===== config.mk =====
export PLATFORM = sky130hd
export DESIGN_NAME = cobs_stream_deframer_top
export DESIGN_NICKNAME = d
export VERILOG_FILES = /design/src/hw/rtl/cobs_dfr_pkg.sv /design/src/hw/rtl/cobs_dfr_step.sv /design/src/hw/rtl/cobs_stream_deframer_top.sv
export SDC_FILE = /design/constraint.sdc
export NUM_CORES = 1
export LEC_CHECK = 0
export ABC_AREA = 0
export BUFFER_PORTS_ARGS = -buffer_cell sky130_fd_sc_hd__buf_4
export CORE_MARGIN = 1.5
export CORE_UTILIZATION = 54
export DETAILED_ROUTE_END_ITERATION = 8
export PLACE_DENSITY = 0.78
export SLEW_MARGIN = 25
export SYNTH_ARGS = -nofsm -noshare
export SYNTH_HDL_FRONTEND = slang
export SYNTH_HIERARCHICAL = 1
export SYNTH_SLANG_ARGS = --single-unit

===== constraint.sdc =====
create_clock -name clk -period 2.5 [get_ports clk]
set_input_delay 0.5 -clock clk [delete_from_list [all_inputs] [get_ports clk]]
set_output_delay 0.5 -clock clk [all_outputs]
set_load 0.005 [all_outputs]

===== src/hw/rtl/cobs_dfr_pkg.sv =====
package cobs_dfr_pkg;

  localparam int unsigned BYTE_W = 8;
  localparam int unsigned LEN_W  = 16;
  localparam int unsigned STAT_W = 2;

  localparam logic [BYTE_W-1:0] DELIM_BYTE    = 8'h00;
  localparam logic [BYTE_W-1:0] MAX_CODE_BYTE = 8'hFF;
  localparam logic [LEN_W-1:0]  RESET_MAX_LEN = 16'd4096;

  typedef enum logic [STAT_W-1:0] {
    ST_DATA  = 2'd0,
    ST_VALID = 2'd1,
    ST_TRUNC = 2'd2,
    ST_LONG  = 2'd3
  } status_t;

  typedef struct packed {
    logic [BYTE_W-1:0] block_remaining;
    logic              zero_pending;
    logic [LEN_W-1:0]  encoded_count;
    logic              discarding;
  } frame_state_t;

  typedef struct packed {
    logic              valid;
    logic [BYTE_W-1:0] data;
    status_t           status;
    logic              frame_end;
  } result_t;

endpackage


===== src/hw/rtl/cobs_dfr_step.sv =====
module cobs_dfr_step (
  input  cobs_dfr_pkg::frame_state_t        state_cur,
  input  logic [cobs_dfr_pkg::BYTE_W-1:0]   rx_byte,
  input  logic [cobs_dfr_pkg::LEN_W-1:0]    max_len,
  output cobs_dfr_pkg::frame_state_t        state_nxt,
  output cobs_dfr_pkg::result_t             result
);

  always_comb begin
    state_nxt        = state_cur;
    result.valid     = 1'b0;
    result.data      = '0;
    result.status    = cobs_dfr_pkg::ST_DATA;
    result.frame_end = 1'b0;

    if (rx_byte == cobs_dfr_pkg::DELIM_BYTE) begin
      state_nxt.block_remaining = '0;
      state_nxt.zero_pending    = 1'b0;
      state_nxt.encoded_count   = '0;
      state_nxt.discarding      = 1'b0;
      if (!state_cur.discarding && (state_cur.encoded_count != '0)) begin
        result.valid     = 1'b1;
        result.frame_end = 1'b1;
        result.status    = (state_cur.block_remaining == '0) ? cobs_dfr_pkg::ST_VALID
                                                             : cobs_dfr_pkg::ST_TRUNC;
      end
    end else if (state_cur.discarding) begin
      state_nxt = state_cur;
    end else if (state_cur.encoded_count >= max_len) begin
      // drop the rest of an oversized frame
      state_nxt.block_remaining = '0;
      state_nxt.zero_pending    = 1'b0;
      state_nxt.encoded_count   = '0;
      state_nxt.discarding      = 1'b1;
      result.valid              = 1'b1;
      result.frame_end          = 1'b1;
      result.status             = cobs_dfr_pkg::ST_LONG;
    end else begin
      state_nxt.encoded_count = state_cur.encoded_count + 1'b1;
      if (state_cur.block_remaining == '0) begin
        state_nxt.zero_pending    = (rx_byte != cobs_dfr_pkg::MAX_CODE_BYTE);
        state_nxt.block_remaining = rx_byte - 1'b1;
        result.valid              = state_cur.zero_pending;
      end else begin
        state_nxt.block_remaining = state_cur.block_remaining - 1'b1;
        result.valid              = 1'b1;
        result.data               = rx_byte;
      end
    end
  end

endmodule


===== src/hw/rtl/cobs_stream_deframer_top.sv =====
// An accepted beat waits in the input register; its result goes to out_r.
// Throughput: one beat per cycle unless the output stalls; an input holding
//   register takes one more beat while a result waits on a stalled output.
// Reset (synchronous, rst_n low): frame state, discard flag and valids clear;
//   the length limit returns to 4096.
module cobs_stream_deframer_top (
  input  logic        clk,
  input  logic        rst_n,
  input  logic        cfg_wr_en,
  input  logic [15:0] cfg_max_encoded_len,
  input  logic        in_valid,
  output logic        in_stall,
  input  logic [7:0]  in_rx_byte,
  output logic        out_valid,
  input  logic        out_stall,
  output logic [7:0]  out_byte,
  output logic [1:0]  out_status,
  output logic        out_frame_end
);

  logic [cobs_dfr_pkg::LEN_W-1:0]  max_len_r;
  logic                            in_valid_r;
  logic [cobs_dfr_pkg::BYTE_W-1:0] in_byte_r;
  cobs_dfr_pkg::frame_state_t      state_r;
  cobs_dfr_pkg::frame_state_t      state_nxt;
  cobs_dfr_pkg::result_t           result;
  cobs_dfr_pkg::result_t           out_r;
  logic                            stage_stall;
  logic                            fire;

  assign stage_stall = out_r.valid && out_stall;
  assign fire        = in_valid_r && !stage_stall;
  assign in_stall    = in_valid_r && stage_stall;

  cobs_dfr_step u_step (
    .state_cur (state_r),
    .rx_byte   (in_byte_r),
    .max_len   (max_len_r),
    .state_nxt (state_nxt),
    .result    (result)
  );

  always_ff @(posedge clk) begin
    if (!rst_n) begin
      max_len_r <= cobs_dfr_pkg::RESET_MAX_LEN;
    end else if (cfg_wr_en) begin
      max_len_r <= cfg_max_encoded_len;
    end
  end

  always_ff @(posedge clk) begin
    if (!rst_n) begin
      in_valid_r <= 1'b0;
    end else if (!in_stall) begin
      in_valid_r <= in_valid;
    end
  end

  always_ff @(posedge clk) begin
    if (in_valid && !in_stall) begin
      in_byte_r <= in_rx_byte;
    end
  end

  always_ff @(posedge clk) begin
    if (!rst_n) begin
      state_r <= '0;
    end else if (fire) begin
      state_r <= state_nxt;
    end
  end

  always_ff @(posedge clk) begin
    if (!rst_n) begin
      out_r.valid <= 1'b0;
    end else if (!stage_stall) begin
      out_r.valid <= fire && result.valid;
    end
    if (fire && result.valid) begin
      out_r.data      <= result.data;
      out_r.status    <= result.status;
      out_r.frame_end <= result.frame_end;
    end
  end

  assign out_valid     = out_r.valid;
  assign out_byte      = out_r.data;
  assign out_status    = out_r.status;
  assign out_frame_end = out_r.frame_end;

`ifndef SYNTHESIS
  a_end_matches_status: assert property (@(posedge clk) disable iff (!rst_n)
    out_r.valid |-> (out_r.frame_end == (out_r.status != cobs_dfr_pkg::ST_DATA)))
    else $error("frame_end disagrees with status");

  a_discard_clean: assert property (@(posedge clk) disable iff (!rst_n)
    state_r.discarding |-> (state_r.encoded_count == '0 &&
                            state_r.block_remaining == '0 && !state_r.zero_pending))
    else $error("frame state not cleared while discarding");

  a_long_sets_discard: assert property (@(posedge clk) disable iff (!rst_n)
    (fire && result.valid && result.status == cobs_dfr_pkg::ST_LONG)
      |=> state_r.discarding)
    else $error("too-long marker without discard");

  a_skid_hold: assert property (@(posedge clk) disable iff (!rst_n)
    (in_valid_r && stage_stall) |=> in_valid_r)
    else $error("held input beat lost");
`endif

endmodule

* Word level (Yosys, flattened, before mapping)
Cells that the tools add are included.
** Word-level totals
- Output and inout port bits :: 13
- Register bits :: 63
- Word-level logic and storage cells :: 50
** Operators by class
- Eq/ne operators :: 2
- $lt $le $gt $ge :: 1
- Muxes and demuxes :: 17
- Add/subtract/negate cells :: 3
- Reductions and logical operators :: 16
** Operators by type and width (count)
- $mux W26 :: 2
- $mux W25 :: 1
- $mux W8 :: 3
- $add A16 B1 Y16 const B :: 1
- $ge A16 B16 Y1 :: 1
- $logic_not A8 Y1 :: 2
- $reduce_bool A16 Y1 :: 1
- $sub A8 B1 Y8 const B :: 2
- $mux W12 :: 1
- $mux W3 :: 3
- $ne A8 B8 Y1 const B :: 1
- $logic_and A1 B1 Y1 :: 6
- $mux W1 :: 6
- $reduce_or A4 Y1 :: 1
- $logic_not A1 Y1 :: 3
- $reduce_and A3 Y1 :: 1
- $reduce_bool A3 Y1 :: 1
- $mux W2 :: 1
- $ne A2 B1 Y1 const B :: 1
- $reduce_and A2 Y1 :: 1

* Depth between registers and ports, before layout
- Depth in word-level cells :: 6
- Depth in mapped cells :: 13
- Mapped depth without buffers :: 11

* Modules after synthesis
The synthesis kept the hierarchy.
** By module, submodules not included
- cobs_stream_deframer_top :: times used 1, seq. area each 1451.4 um^2, cells each 194, area each 2324.7 um^2
- cobs_dfr_step :: times used 1, seq. area each 0.0 um^2, cells each 235, area each 1627.8 um^2

* Worst setup path after synthesis
OpenSTA, ideal clock, no wires.
- Kind :: reg2reg
- Start point :: register state_r[23] in the netlist's numbering
- End point :: register state_r[24] in the netlist's numbering
- Path slack :: -130 ps
- Required time :: 2428 ps
- Setup time :: 72 ps
- Path buffers :: 2
- Arrival time :: 2559 ps
- Cell stages (with the launch flop) :: 14
- Cell sequence :: dfxtp_1 buf_2 or4_4 nor2_4 buf_2 a21oi_1 ha_1 or3b_2 or4_1 a21oi_1 o21bai_1 a211oi_1 nand2_1 mux2i_1
** RTL lines
- from (decl) :: RTL line cobs_stream_deframer_top.sv:24 : cobs_dfr_pkg::frame_state_t state_r;
- from (signal assigned) :: RTL line cobs_stream_deframer_top.sv:69 : state_r <= state_nxt;

==> flow_metrics.tcl <==
set metrics [dict create \
    synth_top_area_cell "dfxtp_1" \
    grt_pass1_wl_um 14900 \
    layout_commonest_cell "nand2_1" \
    ant_nets 0 \
    powerDensity_mw_per_mm2 826 \
    hold_violations 0 \
    die_w_um 88.6 \
    leakagePower_nw 1.90 \
    place_congestion 0.919 \
    grt_max_degree 71 \
    cts_tree "done" \
    arrival_ps 2730 \
    pin_count 42 \
    drive_gt1_frac 0.243 \
    grt_usage 0.248 \
    clk_latency_ps 350 \
    worst_hold_path_type "input pin to register" \
    drt-initial-drc-count 182 \
    diodes 0 \
    nets 537 \
    post_dp_cell_area_sq_mm 0.00446 \
    yosys-top-cells-area "dfxtp_1 22%, edfxtp_1 14%, mux2i_1 11%" \
    fin_crit_ps 2450 \
    die_area_sq_mm 0.00784 \
    antenna_found_initial 0 \
    fin_area_sq_mm 0.00475 \
    initial_core_util 0.551 \
    drtPass1Iterations 4 \
    dpl_worst_slack_ps -21.6 \
    num_rows 31 \
    max-slew-margin-rel 0.546 \
    grt.overflow.total 0 \
    finalSetupViolCount 0 \
    cts_buffers 9 \
    clkSinkCount 63 \
    cp_max_fo 4 \
    rsz0062_at_grt "true" \
    endpoint_kind "register" \
    fin_crit_sh 0.981 \
    vias 3352 \
    synth_flop_cell "dfxtp_1" \
    dp.cells 574 \
    synth_area_sq_mm 0.00395 \
    syn_to_final_growth_pct 20.2 \
    syn_area_per_cell_sq_um 9.21 \
    synth_fp_nets 477 \
    layout_common_cells "75 x nand2_1, 73 x buf_4, 43 x mux2i_1" \
    worst_pin_slew_ps 679 \
    path_clk_slew_ps 80 \
    synth_edf_count 19 \
    vdd_drop_max_uv 360 \
    seq_area_frac_synth 0.367 \
    fin_worst_skew_ps 7.34 \
    max_cap_viol_count 0 \
    dp_hpwl_um 6150 \
    drv_slew 0 \
    grt_pass1_vias 3254 \
    drc 0 \
    synth_cell_types 60 \
    clock_path_buffers 2 \
    ys_seq_elements 63 \
    worstSetupStartpointType "register" \
    synth_top_area_share 0.223 \
    die_h_um 88.6 \
    max_freq_mhz 408 \
    cts_hold_buf 0 \
    fin_util 0.662 \
    wire_per_inst_um 15.1 \
    status "finished clean" \
    path_class "register to register" \
    portBuffers 41 \
    yosys_warnings 6 \
    cp_data_required_time_ps 2780 \
    postSynthCellCount 429 \
    core_sq_mm 0.00718 \
    cts_max_level 3 \
    vias_per_cell 5.65 \
    fin_cells 593 \
    synthArstFlopShare 0 \
    finalWirelength_um 8980 \
    setup_slack_ps 47.7 \
    cts_root_buf "clkbuf_8" \
]
-- power breakdown --
group	leakage [nW]	internal, mW	total [mW]	switching (mW)
logic	1.27	0.880	1.76	0.879
registers	0.543	1.21	1.27	0.0648
clock network	0.0937	0.461	0.888	0.426
-- through the flow --
stage,total power [mW],hold WS (ps),TNS [ps]
6_report,3.92,324,0
5_1_grt,4.16,303,-161
4_1_cts,3.80,313,0
3_5_place_dp,2.90,470,-21.6
3_3_place_gp,2.87,458,0
2_1_floorplan,2.44,435,-24.5
-- worst max-delay path: stages, from the launching register on --
cell and delay, ps:
dfxtp_2 330, or4_4 560, nor2_4 180, a21oi_2 90, ha_2 180, or3b_4 250, a31o_4 100, o211a_1 150
a211oi_2 40, o32ai_2 260, nand2_1 90, mux2i_1 160
-- kinds of logic after synthesis --
family,count (synthesis),synth area share
muxes,43,0.109
buffers and inverters,47,0.0731
DFF,63,0.367
AOI/OAI and AO/OA,59,0.112
and+or+nand+nor,182,0.243
adders and majority gates,19,0.0601
xor gates and xnor gates,16,0.0355
-- registers in the layout (all words and copies together) (netlist names) --
register,flops
in_valid_r,1
out_byte,8
in_byte_r,8
state_r,26
out_status,2
max_len_r,16
out_frame_end,1
out_valid,1
-- final cells by class --
class                      count  area, sq um
sequential                    63         1460
inverter                      20         75.1
timing repair buffer          76          608
multi-input combinational    319         2290
clock buffer                   9          124
fill                         603         2430
tap                           99          124
clock inverter                 7         71.3
-- cell usage after synthesis (2+ instances only) --
| master | n |
|---|---|
| nor4_1 | 6 |
| buf_2 | 5 |
| or3_1 | 4 |
| buf_6 | 8 |
| nor4b_1 | 8 |
| clkbuf_2 | 2 |
| xnor2_1 | 7 |
| nand3_1 | 6 |
| dfxtp_1 | 44 |
| a21oi_1 | 18 |
| nand2b_1 | 4 |
| nand2_1 | 75 |
| and3_1 | 3 |
| mux2i_1 | 43 |
| o21a_1 | 3 |
| buf_12 | 2 |
| clkbuf_1 | 7 |
| o21bai_1 | 2 |
| nor3_1 | 21 |
| nand4b_1 | 4 |
| a2111o_1 | 2 |
| a211oi_1 | 5 |
| a31oi_1 | 5 |
| nor2_1 | 16 |
| ha_1 | 19 |
| edfxtp_1 | 19 |
| o21ai_0 | 4 |
| buf_4 | 3 |
| inv_1 | 20 |
| nand4_1 | 5 |
| or4_1 | 2 |
| o41ai_1 | 3 |
| nor2b_1 | 17 |
| o31ai_1 | 2 |
| xor2_1 | 9 |
| or4_4 | 2 |
-- final timing paths --
path,to,start,slack (ps),cells after the start
hold reg to reg,state_r[17],state_r[17],480,2
hold / removal,in_byte_r[5],in_rx_byte[5],320,1
setup reg to reg,state_r[22],state_r[20],50,11
setup / recovery,state_r[22],state_r[20],50,11
-- per-layer routing --
layer	GRT usage	up-vias	share of wire
met5	0	-	0
met4	0.129	0	0.039
met3	0.0578	30	0.047
li1	-	1652	-
met1	0.299	1560	0.43
met2	0.413	110	0.48
-- repair_timing --
| action | in CTS | in global routing |
|---|---|---|
| setup endpoints to repair | 1 | 34 |
| buffers inserted | 0 | 3 |
| resized for setup | 1 | 12 |
| gates cloned | 0 | 0 |
| pin swaps | 0 | 7 |
(Power assumes the default switching activity.)
